<file path="src/rtl/core/crcfr_pkg.sv">
// ----------------------------------------------------------------------------
// crcfr_pkg
// Shared types, constants and the CRC-16 XMODEM byte update for the
// CRC-16 frame receiver.
// ----------------------------------------------------------------------------
package crcfr_pkg;

    localparam int MAX_PAYLOAD = 128;              // range 2 to 249
    localparam int FRAME_LIMIT = MAX_PAYLOAD + 6;  // byte count that forces a drop

    localparam logic [15:0] CRC_POLY = 16'h1021;
    localparam logic [15:0] CRC_TOP  = 16'h8000;

    localparam logic [7:0] START_MARKER_RST = 8'd2;
    localparam logic [7:0] STOP_MARKER_RST  = 8'd3;
    localparam logic [7:0] VALUES_CMD_RST   = 8'd4;

    localparam int CFG_IDX_W = 2;
    localparam logic [CFG_IDX_W-1:0] CFG_START_MARKER = 2'd0;
    localparam logic [CFG_IDX_W-1:0] CFG_STOP_MARKER  = 2'd1;
    localparam logic [CFG_IDX_W-1:0] CFG_VALUES_CMD   = 2'd2;

    typedef enum logic [2:0] {
        EV_NONE     = 3'd0,
        EV_GOOD     = 3'd1,
        EV_BAD_STOP = 3'd2,
        EV_CRC_ERR  = 3'd3,
        EV_OVERFLOW = 3'd4
    } t_event;

    typedef struct packed {
        t_event     event_res;
        logic [7:0] frame_length;
        logic [7:0] frame_command;
        logic       is_values_reply;
        logic       payload_valid;
        logic [7:0] payload_index;
        logic [7:0] payload_byte;
    } t_result;

    // MSB-first CRC-16, poly 0x1021, one byte per call
    function automatic logic [15:0] crc_update(input logic [15:0] crc,
                                               input logic [7:0]  b);
        logic [15:0] c;
        c = crc ^ {b, 8'h00};
        for (int i = 0; i < 8; i++) begin
            if ((c & CRC_TOP) != 16'h0000) begin
                c = {c[14:0], 1'b0} ^ CRC_POLY;
            end else begin
                c = {c[14:0], 1'b0};
            end
        end
        return c;
    endfunction

endpackage

</file>
<file path="src/rtl/core/crcfr_in_if.sv">
// ----------------------------------------------------------------------------
// crcfr_in_if
// Received-byte channel: valid/ready handshake carrying one serial byte.
// ----------------------------------------------------------------------------
interface crcfr_in_if;
    logic       valid;
    logic       ready;
    logic [7:0] rx_byte;

    modport source (output valid, output rx_byte, input ready);
    modport sink   (input valid, input rx_byte, output ready);
endinterface

</file>
<file path="src/rtl/core/crcfr_out_if.sv">
// ----------------------------------------------------------------------------
// crcfr_out_if
// Result channel: frame event, frame summary and forwarded payload byte.
// ----------------------------------------------------------------------------
interface crcfr_out_if;
    logic       valid;
    logic       ready;
    logic [2:0] event_res;
    logic [7:0] frame_length;
    logic [7:0] frame_command;
    logic       is_values_reply;
    logic       payload_valid;
    logic [7:0] payload_index;
    logic [7:0] payload_byte;

    modport source (output valid, output event_res, output frame_length,
                    output frame_command, output is_values_reply,
                    output payload_valid, output payload_index,
                    output payload_byte, input ready);
    modport sink   (input valid, input event_res, input frame_length,
                    input frame_command, input is_values_reply,
                    input payload_valid, input payload_index,
                    input payload_byte, output ready);
endinterface

</file>
<file path="src/rtl/core/crc16_frame_receiver.sv">
// ----------------------------------------------------------------------------
// crc16_frame_receiver
// Byte-serial deframer for [start][len][payload][crc hi][crc lo][stop]
// frames with CRC-16 XMODEM over the payload.
// ----------------------------------------------------------------------------
// Usage:
//   i_rx takes one received byte per word. o_res returns exactly one result
//   word per received byte: the payload byte with its index while inside
//   the payload, and a frame event (good, bad stop, CRC mismatch, overflow
//   drop) with length and command on the byte that ends a frame.
//   Bytes outside a frame, the start marker included, yield empty results.
//   The three marker registers are written over i_cfg_we/i_cfg_idx/i_cfg_data;
//   the user must do it while the block is idle; the block does not enforce it.
// Timing:
//   One byte per cycle sustained while o_res takes results. The frame state
//   and the result are computed in the accept cycle; the result goes to the
//   result register, or to the skid register while a result still waits.
//   A two-entry output stage (result register plus skid register) keeps
//   i_rx ready while one result waits; i_rx.ready drops only when both
//   entries are full, and rises again the cycle after o_res is taken.
// Reset:
//   Synchronous, active low. Clears the frame state and both output
//   entries and restores the marker registers to 2, 3 and 4.
// ----------------------------------------------------------------------------
module crc16_frame_receiver (
    input  logic                                 i_clk,
    input  logic                                 i_rst_n,
    input  logic                                 i_cfg_we,
    input  logic [crcfr_pkg::CFG_IDX_W-1:0]      i_cfg_idx,
    input  logic [7:0]                           i_cfg_data,
    crcfr_in_if.sink                             i_rx,
    crcfr_out_if.source                          o_res
);
    import crcfr_pkg::*;

    // configuration
    logic [7:0] r_start_marker;
    logic [7:0] r_stop_marker;
    logic [7:0] r_values_cmd;

    // frame state
    logic        r_in_frame,    n_in_frame;
    logic [7:0]  r_byte_count,  n_byte_count;
    logic [7:0]  r_length,      n_length;
    logic [15:0] r_crc,         n_crc;
    logic [7:0]  r_crc_hi,      n_crc_hi;
    logic [7:0]  r_command,     n_command;

    // output stage
    logic    r_out_vld;
    logic    r_skid_vld;
    t_result r_out;
    t_result r_skid;
    t_result n_res;

    logic in_acc;
    logic out_fire;

    logic [7:0] b;
    logic [8:0] cnt;
    logic [8:0] pos;
    logic [8:0] len;

    assign in_acc   = i_rx.valid && i_rx.ready;
    assign out_fire = r_out_vld && o_res.ready;
    assign b        = i_rx.rx_byte;

    assign cnt = {1'b0, r_byte_count} + 9'd1;
    assign pos = {1'b0, r_byte_count};
    assign len = (cnt == 9'd2) ? {1'b0, b} : {1'b0, r_length};

    always_comb begin
        n_in_frame   = r_in_frame;
        n_byte_count = r_byte_count;
        n_length     = r_length;
        n_crc        = r_crc;
        n_crc_hi     = r_crc_hi;
        n_command    = r_command;
        n_res        = '0;
        n_res.event_res = EV_NONE;

        if (!r_in_frame) begin
            // hunt for the start marker
            if (b == r_start_marker) begin
                n_in_frame   = 1'b1;
                n_byte_count = 8'd1;
                n_length     = 8'd0;
                n_crc        = 16'h0000;
                n_crc_hi     = 8'd0;
                n_command    = 8'd0;
            end
        end else begin
            n_byte_count = cnt[7:0];
            n_length     = len[7:0];
            if (cnt == 9'd3) begin
                n_command = b;
            end
            if (len != 9'd0 && pos >= 9'd2) begin
                if (pos <= len + 9'd1) begin
                    n_res.payload_valid = 1'b1;
                    n_res.payload_index = pos[7:0] - 8'd2;
                    n_res.payload_byte  = b;
                    n_crc = crc_update(r_crc, b);
                end else if (pos == len + 9'd2) begin
                    n_crc_hi = b;
                end else if (pos == len + 9'd3) begin
                    // zero afterwards means the received CRC matched
                    n_crc = r_crc ^ {r_crc_hi, b};
                end else if (pos == len + 9'd4) begin
                    if (b != r_stop_marker) begin
                        n_res.event_res = EV_BAD_STOP;
                    end else if (r_crc == 16'h0000) begin
                        n_res.event_res = EV_GOOD;
                    end else begin
                        n_res.event_res = EV_CRC_ERR;
                    end
                    n_res.frame_length  = len[7:0];
                    n_res.frame_command = n_command;
                    n_res.is_values_reply = (r_stop_marker == b) && (r_crc == 16'h0000)
                                            && (len >= 9'd2) && (n_command == r_values_cmd);
                    n_in_frame   = 1'b0;
                    n_byte_count = 8'd0;
                    n_length     = 8'd0;
                end
            end
            // drop frames still open when the byte count reaches FRAME_LIMIT
            if (n_in_frame && cnt >= 9'(FRAME_LIMIT)) begin
                n_res.event_res     = EV_OVERFLOW;
                n_res.frame_length  = n_length;
                n_res.frame_command = n_command;
                n_in_frame   = 1'b0;
                n_byte_count = 8'd0;
                n_length     = 8'd0;
            end
        end
    end

    always_ff @(posedge i_clk) begin
        if (!i_rst_n) begin
            r_start_marker <= START_MARKER_RST;
            r_stop_marker  <= STOP_MARKER_RST;
            r_values_cmd   <= VALUES_CMD_RST;
        end else if (i_cfg_we) begin
            case (i_cfg_idx)
                CFG_START_MARKER: r_start_marker <= i_cfg_data;
                CFG_STOP_MARKER:  r_stop_marker  <= i_cfg_data;
                CFG_VALUES_CMD:   r_values_cmd   <= i_cfg_data;
                default: ;
            endcase
        end
    end

    always_ff @(posedge i_clk) begin
        if (!i_rst_n) begin
            r_in_frame   <= 1'b0;
            r_byte_count <= 8'd0;
            r_length     <= 8'd0;
            r_crc        <= 16'h0000;
            r_crc_hi     <= 8'd0;
            r_command    <= 8'd0;
        end else if (in_acc) begin
            r_in_frame   <= n_in_frame;
            r_byte_count <= n_byte_count;
            r_length     <= n_length;
            r_crc        <= n_crc;
            r_crc_hi     <= n_crc_hi;
            r_command    <= n_command;
        end
    end

    // result register with skid entry
    always_ff @(posedge i_clk) begin
        if (!i_rst_n) begin
            r_out_vld  <= 1'b0;
            r_skid_vld <= 1'b0;
        end else begin
            if (!r_out_vld || out_fire) begin
                r_out_vld  <= r_skid_vld || in_acc;
                r_skid_vld <= 1'b0;
            end else if (in_acc) begin
                r_skid_vld <= 1'b1;
            end
        end
    end

    always_ff @(posedge i_clk) begin
        if (!r_out_vld || out_fire) begin
            if (r_skid_vld) begin
                r_out <= r_skid;
            end else begin
                r_out <= n_res;
            end
        end else if (in_acc) begin
            // hold the waiting word, park the new one
            r_skid <= n_res;
        end
    end

    assign i_rx.ready            = !r_skid_vld;
    assign o_res.valid           = r_out_vld;
    assign o_res.event_res       = r_out.event_res;
    assign o_res.frame_length    = r_out.frame_length;
    assign o_res.frame_command   = r_out.frame_command;
    assign o_res.is_values_reply = r_out.is_values_reply;
    assign o_res.payload_valid   = r_out.payload_valid;
    assign o_res.payload_index   = r_out.payload_index;
    assign o_res.payload_byte    = r_out.payload_byte;

    a_skid_needs_out: assert property (@(posedge i_clk) disable iff (!i_rst_n)
        r_skid_vld |-> r_out_vld)
        else $error("skid entry full while result register empty");

    a_idle_count_zero: assert property (@(posedge i_clk) disable iff (!i_rst_n)
        !r_in_frame |-> (r_byte_count == 8'd0 && r_length == 8'd0))
        else $error("frame counters not cleared outside a frame");

    a_count_bound: assert property (@(posedge i_clk) disable iff (!i_rst_n)
        r_byte_count < 8'(FRAME_LIMIT))
        else $error("byte count passed the frame limit");

    a_reply_only_good: assert property (@(posedge i_clk) disable iff (!i_rst_n)
        (o_res.valid && o_res.is_values_reply) |-> (o_res.event_res == EV_GOOD))
        else $error("values reply flagged on a frame that is not good");

    a_full_stalls_input: assert property (@(posedge i_clk) disable iff (!i_rst_n)
        (r_skid_vld && !o_res.ready) |=> (r_skid_vld && !i_rx.ready))
        else $error("skid entry lost while output stalled");

endmodule
</file>
<file path="src/flat_wrapper.sv">
// flat-port wrapper written by rule: the top's interface ports become plain ports
module crc16_frame_receiver_flat import crcfr_pkg::*;
  (i_clk, i_rst_n, i_cfg_we, i_cfg_idx, i_cfg_data, i_rx_valid, i_rx_rx_byte, i_rx_ready, o_res_valid, o_res_event_res, o_res_frame_length, o_res_frame_command, o_res_is_values_reply, o_res_payload_valid, o_res_payload_index, o_res_payload_byte, o_res_ready);
  crcfr_in_if i_rx_i ();
  crcfr_out_if o_res_i ();
  input  logic i_clk;
  input  logic i_rst_n;
  input  logic i_cfg_we;
  input  logic [crcfr_pkg::CFG_IDX_W-1:0] i_cfg_idx;
  input  logic [7:0] i_cfg_data;
  input wire logic [$bits(i_rx_i.valid)-1:0] i_rx_valid;
  input wire logic [$bits(i_rx_i.rx_byte)-1:0] i_rx_rx_byte;
  output wire logic [$bits(i_rx_i.ready)-1:0] i_rx_ready;
  output wire logic [$bits(o_res_i.valid)-1:0] o_res_valid;
  output wire logic [$bits(o_res_i.event_res)-1:0] o_res_event_res;
  output wire logic [$bits(o_res_i.frame_length)-1:0] o_res_frame_length;
  output wire logic [$bits(o_res_i.frame_command)-1:0] o_res_frame_command;
  output wire logic [$bits(o_res_i.is_values_reply)-1:0] o_res_is_values_reply;
  output wire logic [$bits(o_res_i.payload_valid)-1:0] o_res_payload_valid;
  output wire logic [$bits(o_res_i.payload_index)-1:0] o_res_payload_index;
  output wire logic [$bits(o_res_i.payload_byte)-1:0] o_res_payload_byte;
  input wire logic [$bits(o_res_i.ready)-1:0] o_res_ready;
  assign i_rx_i.valid = i_rx_valid;
  assign i_rx_i.rx_byte = i_rx_rx_byte;
  assign i_rx_ready = i_rx_i.ready;
  assign o_res_valid = o_res_i.valid;
  assign o_res_event_res = o_res_i.event_res;
  assign o_res_frame_length = o_res_i.frame_length;
  assign o_res_frame_command = o_res_i.frame_command;
  assign o_res_is_values_reply = o_res_i.is_values_reply;
  assign o_res_payload_valid = o_res_i.payload_valid;
  assign o_res_payload_index = o_res_i.payload_index;
  assign o_res_payload_byte = o_res_i.payload_byte;
  assign o_res_i.ready = o_res_ready;
  crc16_frame_receiver u_core (.i_clk(i_clk), .i_rst_n(i_rst_n), .i_cfg_we(i_cfg_we), .i_cfg_idx(i_cfg_idx), .i_cfg_data(i_cfg_data), .i_rx(i_rx_i), .o_res(o_res_i));
endmodule
</file>
<file path="config.mk">
export PLATFORM = sky130hd
export DESIGN_NAME = crc16_frame_receiver_flat
export DESIGN_NICKNAME = d
export VERILOG_FILES = /design/src/rtl/core/crcfr_pkg.sv /design/src/rtl/core/crcfr_in_if.sv /design/src/rtl/core/crcfr_out_if.sv /design/src/rtl/core/crc16_frame_receiver.sv /design/src/flat_wrapper.sv
export SDC_FILE = /design/constraint.sdc
export NUM_CORES = 1
export LEC_CHECK = 0
export ABC_AREA = 1
export BUFFER_PORTS_ARGS = -buffer_cell sky130_fd_sc_hd__buf_2
export CAP_MARGIN = 10
export CORE_UTILIZATION = 40
export DETAILED_ROUTE_END_ITERATION = 10
export PLACE_DENSITY = 0.58
export SLEW_MARGIN = 5
export SYNTH_ARGS = -nofsm -noshare
export SYNTH_HDL_FRONTEND = slang
export SYNTH_SLANG_ARGS = --single-unit
export TNS_END_PERCENT = 5
</file>
<file path="constraint.sdc">
create_clock -name i_clk -period 4.4 [get_ports i_clk]
set_input_delay 0.66 -clock i_clk [delete_from_list [all_inputs] [get_ports i_clk]]
set_output_delay 0.66 -clock i_clk [all_outputs]
set_load 0.05 [all_outputs]
</file>
== Word level (Yosys, flattened, before mapping) ==
Index checks and enable logic that the tools add are counted.
Operators by class
  magnitude comparators: 4
  bitwise logic cells: 12
  equal/unequal tests: 16
  reduce and logical (&&, ||, !) cells: 23
  add/sub/neg operators: 6
  multiplexer cells: 79
Operator list (count)
  $mux 16: 27
  $mux 8: 24
  $mux 37: 3
  $mux 13: 8
  $mux 20: 4
  $xor 16x16->16: 2
  $eq 8x9->1: 3
  $eq 8x8->1: 3
  $not 3->3: 8
  $mux 19: 1
  $add 9x2->9 const B: 2
  $eq 9x2->1 const B: 2
  $mux 17: 1
  $logic_not 16->1: 1
  $reduce_and 2->1: 5
  $reduce_and 5->1: 2
  $add 8x1->9 const B: 1
  $add 9x1->9 const B: 1
  $add 9x3->9 const B: 1
  $ge 9x2->1 const B: 1
  $ge 9x8->1 const B: 1
  $le 8x9->1: 1
  $mux 1: 9
  $reduce_bool 9->1: 1
  16 further kinds: 28
Storage, ports and cells
  word-level logic and storage cells: 165
  output and inout port bits: 39
  flip-flop bits (word level): 149
  input port bits: 23

== Logic depth before layout (Yosys ltp) ==
Gate-level depths: netlist of the first run.
  word-level depth: 43
  mapped depth: 34
  gate-level depth less buffers: 32

== Worst setup path after synthesis of the first run ==
Ideal clock, no wire load.
  path kind: reg2reg
  start point: reg u_core.r_byte_count[1]
  end point: reg u_core.r_crc[14]
  cell stages (with the launch flop): 33
  library setup time: 0.113 ns
  path buffers: 3
  arrival time: 4.187 ns
  data required time: 4.287 ns
  slack: 0.100 ns
  period minus slack after synthesis: 4.300 ns
  cell sequence: dfxtp_1 ha_1 nand2_1 nor2_2 nand2_1 nand2_1 nand2_1 nor2_4 nand3_2 buf_6 nand2_1 nand2_1 inv_1 ha_1 nand2_1 xor2_1 ha_1 nand2_1 nor2_1 inv_1 o211a_1 o21ai_0 a21oi_1 nor2_1 nand2_1 buf_4 nor2_1 nand4_1 nand3_2 buf_4 nand2_1 inv_1 nor2_1
On the way
  word-level cells in the longest chain between the ends: 8
  elaborated cells on any way between the ends: 19
  those cells by class: add/sub (4); order compare (2); eq/ne (6); mux (4); reduce/logical (3)
RTL lines
  start: declaration: RTL line crc16_frame_receiver.sv:43  | logic [7:0] r_byte_count, n_byte_count;
  start signal: assignment: RTL line crc16_frame_receiver.sv:163  | r_byte_count <= n_byte_count;
  $add 8x1->9: RTL line crc16_frame_receiver.sv:68  | assign cnt = {1'b0, r_byte_count} + 9'd1;
  $eq 9x2->1: RTL line crc16_frame_receiver.sv:70  | assign len = (cnt == 9'd2) ? {1'b0, b} : {1'b0, r_length};
  $mux 8: RTL line crc16_frame_receiver.sv:70
  $add 9x1->9: RTL line crc16_frame_receiver.sv:99  | if (pos <= len + 9'd1) begin
  $le 8x9->1: RTL line crc16_frame_receiver.sv:99
  $mux 16: RTL line crc16_frame_receiver.sv:99
  $mux 16: RTL line crc16_frame_receiver.sv:98  | if (len != 9'd0 && pos >= 9'd2) begin
  $mux 16: RTL line crc16_frame_receiver.sv:82  | if (!r_in_frame) begin
  end signal: assignment: RTL line crc16_frame_receiver.sv:165  | r_crc <= n_crc;
  end: declaration: RTL line crc16_frame_receiver.sv:45  | logic [15:0] r_crc, n_crc;
Parallel ways exist; a longest one is shown, timed or not. The select of a mux whose other input is x is not followed.
A chain may end at the register's enable or synchronous reset.

==> flow_summary_export.csv, run 1 <==
group,metric,value,unit
status,status,"finished, final reports clean",
floorplan,start_util,0.414,
worst_setup_path,setup.reg_to_reg.worst_slack,110,ps
synth,synthTopCellsByArea,"sky130_fd_sc_hd__edfxtp_1 (26%), sky130_fd_sc_hd__dfxtp_1 (18%), sky130_fd_sc_hd__nand2_1 (14%)",
timing,relSlewSlack,0.266,
global_route,grt_usage,0.228,
clocking,cts_root_buffer,"sky130_fd_sc_hd__clkbuf_16",
synth,synthesis.area_per_instance,7.86,µm²
timing,fmax,0.233,GHz
global_route,grt_overflow,0,
worst_setup_path,timing.critical_path.slowest_stage_cell,"sky130_fd_sc_hd__dfxtp_4",
drt,drt_drc_violations_left,0,
synth,synthDominantCellAreaShare,0.262,
timing,slew_violations,0,
hold_path,worst_hold_class,"reg2reg",
synth,number_of_enable_flip_flop_cells_after_synthesis,74,
clocking,clk_latency,430,ps
timing,skew,11.5,ps
power,cellLeakagePower,4.46,nW
worst_setup_path,cp-start-kind,"flip-flop",
timing,layout_setup_ws,109,ps
timing,hold_viol,0,
timing,tightest_slew,1100,ps
clocking,cts.path.max_buffers,2,
synth,synthesis.nets,1124,
clocking,cts_hold_repair.buffers,0,
clocking,clock_tree_from_tritoncts,"yes",
clocking,clkSinkCount,149,
clocking,clock_slew_seen_by_the_registers_of_the_worst_setup_and_hold_paths,70,ps
drt,detailedRoute.firstPassIterationCount,7,
drt,avgRoutedWirePerCell,16.5,µm
global_route,pin_count_of_the_biggest_net_entering_global_routing,41,
global_route,antenna_found_initial,0,
synth,synth_area_leader_cell,"sky130_fd_sc_hd__edfxtp_1",
floorplan,core_area,20500,µm²
layout,proportion_of_layout_cells_with_a_drive_suffix_above_1,0.241,
timing,min_period,4290,ps
worst_setup_path,path_common_cell,"sky130_fd_sc_hd__nand2_2",
place,gp_routability_congestion,0.982,
power,vdd_drop_max,0.000277,V
drt,antenna_violating_nets_post_route,0,
synth,yosys-top-cells-count,"sky130_fd_sc_hd__nand2_1 (312), sky130_fd_sc_hd__nor2_1 (112), sky130_fd_sc_hd__dfxtp_1 (75), sky130_fd_sc_hd__inv_1 (75), sky130_fd_sc_hd__edfxtp_1 (74)",
synth,yosysWarnings,0,
floorplan,fp.dieW,148,µm
place,dpl_worst_slack,-19.3,ps
global_route,grt_pass1_wl,38.1,mm
synth,synthArstFlopShare,0,
drt,total_routed_wirelength,24.5,mm
worst_setup_path,worst_ep_arrival_time,4590,ps
global_route,via_count_of_the_first_global_routing_pass,6989,
synth,yosys.cell_count.top_type,"sky130_fd_sc_hd__nand2_1",
place,io_buffers,61,
worst_setup_path,worst_path_largest_cell_delay,370,ps
synth,synth_seq_area_share,0.439,
timing,totalNegativeSetupSlack,0,ps
timing,post-route-period-util,0.975,
floorplan,placementRows,52,
drt,route.detailed.vias_per_inst,5.11,
floorplan,die-area,21800,µm²
layout,growth_of_design_area_from_synthesis_to_finish,22.4,%
layout,antenna_fix_cells,0,
job,drv.max_cap_violation_count,0,
place,placedInstanceArea,9470,µm²
timing,setup_viol_count_final,0,
layout,design.final.nets,1243,
synth,postSynthCellCount,1080,
synth,synth-seq-cells,149,
place,hpwlAfterDp,17.3,mm
floorplan,io-pin-count,62,
synth,syn_area,8490,µm²
synth,synth_flop_cell,"sky130_fd_sc_hd__dfxtp_1",
synth,post_synth_num_cell_types,46,
clocking,cts-buffers-inserted,17,
worst_setup_path,criticalPathCategory,"reg2reg",
power,p_per_area,306,nW/µm²
worst_setup_path,cp_max_fo,6,
layout,final_design_area_no_fill,10400,µm²
worst_setup_path,crit_required,4700,ps
drt,drt_iter0_drc,538,
worst_setup_path,critical_path.endpoint_type,"flip-flop",
timing,grt_setup_unrepaired,"yes",
floorplan,die_height,148,µm
drt,detailroute.via_count,7570,
clocking,cts_max_level,4,
final cells by class:
type                    count  area (µm²)
clock buffers              18         429
fillers                  2033       10100
well taps                 270         338
clock inverters            14         145
multi-input cells         796        4350
flip-flops and latches    149        3730
inverters                  89         334
repair buffers            146        1060
cell usage in the layout, fill, tap and decap left out, types with 4 or more instances in the layout:
| cell | n |
|---|---|
| sky130_fd_sc_hd__a211oi_1 | 9 |
| sky130_fd_sc_hd__a21oi_1 | 70 |
| sky130_fd_sc_hd__buf_12 | 7 |
| sky130_fd_sc_hd__buf_2 | 61 |
| sky130_fd_sc_hd__buf_4 | 74 |
| sky130_fd_sc_hd__clkbuf_16 | 17 |
| sky130_fd_sc_hd__clkinv_1 | 4 |
| sky130_fd_sc_hd__clkinvlp_4 | 4 |
| sky130_fd_sc_hd__dfxtp_1 | 71 |
| sky130_fd_sc_hd__edfxtp_1 | 74 |
| sky130_fd_sc_hd__ha_1 | 16 |
| sky130_fd_sc_hd__ha_4 | 4 |
| sky130_fd_sc_hd__inv_1 | 73 |
| sky130_fd_sc_hd__inv_2 | 12 |
| sky130_fd_sc_hd__nand2_1 | 302 |
| sky130_fd_sc_hd__nand2_2 | 23 |
| sky130_fd_sc_hd__nand2_4 | 7 |
| sky130_fd_sc_hd__nand3_1 | 39 |
| sky130_fd_sc_hd__nand3_2 | 5 |
| sky130_fd_sc_hd__nand4_1 | 33 |
| sky130_fd_sc_hd__nand4_2 | 4 |
| sky130_fd_sc_hd__nor2_1 | 103 |
| sky130_fd_sc_hd__nor2_2 | 13 |
| sky130_fd_sc_hd__nor2_4 | 16 |
| sky130_fd_sc_hd__nor3_1 | 7 |
| sky130_fd_sc_hd__o21ai_0 | 30 |
| sky130_fd_sc_hd__o21ai_1 | 9 |
| sky130_fd_sc_hd__o22ai_1 | 4 |
| sky130_fd_sc_hd__or2_2 | 20 |
| sky130_fd_sc_hd__xnor2_1 | 34 |
| sky130_fd_sc_hd__xor2_1 | 24 |
per-layer routing:
| metal | share of wire | vias to the layer above | GRT usage |
|---|---|---|---|
| met5 | 0 | - | 0 |
| met4 | 0.016 | 0 | 0.0624 |
| met3 | 0.050 | 26 | 0.0407 |
| met2 | 0.46 | 223 | 0.358 |
| met1 | 0.48 | 3541 | 0.320 |
| li1 | - | 3780 | - |
report_power, final:
group	switching, mW	internal (mW)	leakage, nW
sequential	0.0149	1.48	1.39
combinational	0.187	0.0708	2.80
clock	0.628	0.793	0.268
total	0.831	2.35	4.46
kinds of logic after synthesis:
family                   Yosys count  synth area share
AO/OA/AOI/OAI                    134            0.0867
adder cells (fa/ha/maj)           21            0.0310
buffers and inverters            136            0.0702
AND/OR/NAND/NOR                  581             0.312
XOR/XNOR                          59            0.0618
flip-flops                       149             0.439
through the flow:
stage               power (mW)   util  hold WS, ps  instances
floorplan                 1.71      -          441       1080
global route              3.28  0.507          480       1482
detailed placement        1.79  0.462          454       1434
finish                    3.18  0.507          463       1482
global placement          1.79  0.462          449       1434
CTS                       3.19  0.494          463       1469
worst paths after layout:
check                          from                      endpoint  cells past startpoint
max          u_core.r_byte_count[1]  u_core.o_res.frame_length[2]                     31
min             u_core.r_command[5]           u_core.r_command[5]                      2
max reg2reg  u_core.r_byte_count[1]  u_core.o_res.frame_length[2]                     31
min reg2reg     u_core.r_command[5]           u_core.r_command[5]                      2
what timing repair did:
| item | 4_1_cts | 5_1_grt |
|---|---|---|
| setup endpoints to repair | 10 | 113 |
| resized for setup | 7 | 44 |
| gates cloned | 1 | 1 |
| endpoints found under the hold margin | 0 | 0 |
| setup buffers | 2 | 12 |
| pin swaps | 2 | 30 |
worst max-delay path: cells and delay by family, from the launching register on:
kind | cells | cell delay [ps]
AND/OR/NAND/NOR | 20 | 2060
adder cells (fa/ha/maj) | 3 | 640
buffers and inverters | 4 | 490
AO/OA/AOI/OAI | 3 | 430
flip-flops | 1 | 370
XOR/XNOR | 1 | 150
registers in the layout, summed over array words and instances, names as in the netlist, 8 cells and up:
register,cells
u_core.o_res.frame_length,8
u_core.r_crc_hi,8
u_core.r_values_cmd,8
u_core.o_res.payload_byte,8
u_core.r_skid,37
u_core.o_res.frame_command,8
u_core.r_byte_count,8
u_core.r_length,8
u_core.r_command,8
u_core.r_crc,16
u_core.r_stop_marker,8
u_core.o_res.payload_index,8
u_core.r_start_marker,8
(Power assumes the default switching activity.)
==> run 2, diff against run 1 <==
--- a/config.mk
+++ b/config.mk
@@ -5,12 +5,11 @@
 export SDC_FILE = /design/constraint.sdc
 export NUM_CORES = 1
 export LEC_CHECK = 0
-export ABC_AREA = 1
 export BUFFER_PORTS_ARGS = -buffer_cell sky130_fd_sc_hd__buf_2
 export CAP_MARGIN = 10
 export CORE_UTILIZATION = 40
 export DETAILED_ROUTE_END_ITERATION = 10
-export PLACE_DENSITY = 0.58
+export PLACE_DENSITY = 0.56
 export SLEW_MARGIN = 5
 export SYNTH_ARGS = -nofsm -noshare
 export SYNTH_HDL_FRONTEND = slang
==> constraint.sdc (replaced) <==
create_clock -name i_clk -period 5.1 [get_ports i_clk]
set_input_delay 0.765 -clock i_clk [delete_from_list [all_inputs] [get_ports i_clk]]
set_output_delay 0.765 -clock i_clk [all_outputs]
set_load 0.05 [all_outputs]
==> flow_summary_export.csv, run 2 <==
group,metric,value,unit
clocking,clock_slew_seen_by_the_registers_of_the_worst_setup_and_hold_paths,60,ps
synth,synthesis.nets,925,
layout,proportion_of_layout_cells_with_a_drive_suffix_above_1,0.222,
clocking,cts_max_level,4,
clocking,cts-buffers-inserted,17,
worst_setup_path,rr_worst_depth,21,
synth,synthTopCellsByArea,"sky130_fd_sc_hd__edfxtp_1 (26%), sky130_fd_sc_hd__dfxtp_1 (18%), sky130_fd_sc_hd__xnor2_1 (5.7%)",
timing,hold_viol,0,
floorplan,start_util,0.407,
worst_setup_path,worst_ep_arrival_time,5260,ps
timing,fmax,0.201,GHz
place,gp_routability_congestion,0.963,
drt,route.detailed.vias_per_inst,5.56,
synth,post_synth_num_cell_types,85,
synth,synth_seq_area_share,0.435,
timing,min_period,4960,ps
drt,drt_iter0_drc,589,
global_route,antenna_found_initial,0,
worst_setup_path,setup.reg_to_reg.worst_slack,140,ps
clocking,cts_root_buffer,"sky130_fd_sc_hd__clkbuf_16",
synth,synthesis.area_per_instance,9.72,µm²
clocking,clock_tree_from_tritoncts,"yes",
timing,finalHoldWorstSlack,509,ps
worst_setup_path,worstPathCellList,"ha_2, and3_4, or4_4, a21boi_4, nand2_4, o21ai_4, ha_4, and3_1, a21oi_2, nand2b_4, xnor2_1, ha_1, nand2_2, o21ai_1, a21oi_1, a311o_1, nor4b_2, and4_4, nand3_1, nor4_2, mux2_2",
worst_setup_path,critical_path.endpoint_type,"flip-flop",
layout,largest_reg_flops,37,
synth,syn_area,8560,µm²
layout,final_util,0.484,
layout,growth_of_design_area_from_synthesis_to_finish,18.7,%
drt,detailedRoute.firstPassIterationCount,5,
timing,tightest_slew,1020,ps
synth,synth-seq-cells,149,
layout,largest_register,"u_core.r_skid",
global_route,grt_usage,0.226,
drt,avgRoutedWirePerCell,19.7,µm
synth,synthDominantCellAreaShare,0.259,
drt,detailroute.via_count,6926,
clocking,clk_latency,430,ps
timing,grt_setup_unrepaired,"yes",
timing,setup_viol_count_final,0,
global_route,met2_usage,0.339,
synth,yosys-top-cells-count,"sky130_fd_sc_hd__nand2_1 (83), sky130_fd_sc_hd__dfxtp_1 (75), sky130_fd_sc_hd__edfxtp_1 (74)",
worst_setup_path,crit_required,5400,ps
worst_setup_path,worst_path_largest_cell_delay,440,ps
timing,relSlewSlack,0.319,
power,vdd_drop_max,0.000266,V
status,status,"finished, final reports clean",
drt,drt_drc_violations_left,0,
floorplan,core_area,21000,µm²
layout,mostFrequentLayoutCells,"sky130_fd_sc_hd__nand2_1 (81), sky130_fd_sc_hd__edfxtp_1 (74), sky130_fd_sc_hd__dfxtp_1 (71)",
synth,synth_flop_cell,"sky130_fd_sc_hd__dfxtp_1",
floorplan,placementRows,53,
worst_setup_path,timing.rr.start,"u_core.r_byte_count[1]",
global_route,grt_overflow,0,
global_route,grt_util_met3,0.0334,
floorplan,die-area,22000,µm²
synth,synth_area_leader_cell,"sky130_fd_sc_hd__edfxtp_1",
worst_setup_path,crit_end,"u_core.o_res.is_values_reply",
worst_setup_path,critical_path.top_delay_family,"simple AND/OR/NAND/NOR gates",
worst_setup_path,criticalPathCategory,"reg2reg",
job,drv.max_cap_violation_count,0,
worst_setup_path,setup.worst_path.start,"u_core.r_byte_count[1]",
worst_setup_path,crit_buf_inv,0,
layout,top_regs,"u_core.r_skid: 37 flops, u_core.r_crc: 16 flops",
floorplan,io-pin-count,62,
clocking,clkSinkCount,149,
global_route,pin_count_of_the_biggest_net_entering_global_routing,61,
drt,antenna_violating_nets_post_route,0,
worst_setup_path,timing.rr.end,"u_core.o_res.is_values_reply",
worst_setup_path,cp.depth,21,
timing,skew,13.4,ps
place,io_buffers,61,
power,p_total,2.71,mW
synth,postSynthCellCount,881,
timing,slew_violations,0,
synth,yosysWarnings,0,
power,p_per_area,266,nW/µm²
floorplan,fp.dieW,148,µm
floorplan,die_height,148,µm
worst_setup_path,timing.critical_path.slowest_stage_cell,"sky130_fd_sc_hd__or4_4",
timing,post-route-period-util,0.974,
global_route,grt-busiest-layer,"met2",
synth,yosys.cell_count.top_type,"sky130_fd_sc_hd__nand2_1",
global_route,via_count_of_the_first_global_routing_pass,6482,
layout,design.final.nets,1001,
synth,synthArstFlopShare,0,
place,hpwlAfterDp,17.3,mm
hold_path,worst_hold_class,"reg2reg",
global_route,use_met1,0.335,
power,cellLeakagePower,3.99,nW
layout,layout.cells.most_common,"sky130_fd_sc_hd__nand2_1",
layout,antenna_fix_cells,0,
global_route,grt_pass1_wl,37.6,mm
worst_setup_path,cp_max_fo,6,
worst_setup_path,cp-start-kind,"flip-flop",
synth,number_of_enable_flip_flop_cells_after_synthesis,74,
drt,total_routed_wirelength,24.5,mm
clocking,cts.path.max_buffers,2,
[run 2: where the power goes]
group / internal [mW] / switching [mW] / total (mW) / leakage, nW
logic: 0.0650 / 0.157 / 0.222 / 2.34
registers: 1.28 / 0.0104 / 1.29 / 1.38
clock network: 0.659 / 0.538 / 1.20 / 0.272
[run 2: metrics by stage]
stage                     instances  instance area, µm²  TNS [ps]  worst slack [ps]
after detailed placement       1207                9360      -283             -53.6
final                          1245               10200         0               135
after global placement         1207                9360         0              33.6
after global routing           1245               10200      -493             -58.7
after CTS                      1239                9910         0              12.6
after floorplan                 881                8570         0              43.3
[run 2: worst min-delay path by stage]
stage,depth (start not counted),to,from
floorplan,2,u_core.r_start_marker[1],u_core.r_start_marker[1]
global route,2,u_core.r_stop_marker[1],u_core.r_stop_marker[1]
global placement,2,u_core.r_stop_marker[1],u_core.r_stop_marker[1]
finish,2,u_core.r_start_marker[1],u_core.r_start_marker[1]
CTS,2,u_core.r_start_marker[1],u_core.r_start_marker[1]
detailed placement,2,u_core.r_start_marker[1],u_core.r_start_marker[1]
[run 2: cells by family (layout without fill, tap and decap cells)]
logic type      count (synthesis)  after routing  synth area share
compound gates                180            181             0.151
fa+ha+maj                      21             21            0.0307
simple gates                  296            296             0.179
xor+xnor                       95             95            0.0988
buf+inv                        89            177            0.0432
mux                            51             51            0.0625
flops                         149            149             0.435
[run 2: worst reg2reg max path, stage by stage (launching register included)]
cell,delay (ps)
sky130_fd_sc_hd__dfxtp_4,360
sky130_fd_sc_hd__ha_2,190
sky130_fd_sc_hd__and3_4,200
sky130_fd_sc_hd__or4_4,440
sky130_fd_sc_hd__a21boi_4,290
sky130_fd_sc_hd__nand2_4,120
sky130_fd_sc_hd__o21ai_4,220
sky130_fd_sc_hd__ha_4,200
sky130_fd_sc_hd__and3_1,220
sky130_fd_sc_hd__a21oi_2,80
sky130_fd_sc_hd__nand2b_4,150
sky130_fd_sc_hd__xnor2_1,120
sky130_fd_sc_hd__ha_1,320
sky130_fd_sc_hd__nand2_2,60
sky130_fd_sc_hd__o21ai_1,130
sky130_fd_sc_hd__a21oi_1,70
sky130_fd_sc_hd__a311o_1,390
sky130_fd_sc_hd__nor4b_2,260
sky130_fd_sc_hd__and4_4,300
sky130_fd_sc_hd__nand3_1,150
sky130_fd_sc_hd__nor4_2,370
sky130_fd_sc_hd__mux2_2,200
[run 2: layer usage]
| layer | up-vias | part of all wire |
|---|---|---|
| met2 | 242 | 0.44 |
| met5 | - | 0 |
| met3 | 25 | 0.054 |
| met4 | 0 | 0.012 |
| li1 | 3337 | - |
| met1 | 3322 | 0.49 |
[run 2: area by class of cell]
class / instances / area [µm²]
well taps: 275 / 344
multi-input cells: 644 / 4690
flip-flops and latches: 149 / 3730
clock inverters: 11 / 88.8
fillers: 2035 / 10900
repair buffers: 117 / 746
clock buffers: 21 / 460
inverters: 28 / 105
[run 2: timing repair]
action                                  4_1_cts  5_1_grt
resized for setup                             1       59
hold buffers                                  0        0
pin swaps                                     0       15
endpoints found under the setup margin       16      101
setup buffers                                 0        5
gates cloned                                  0        1
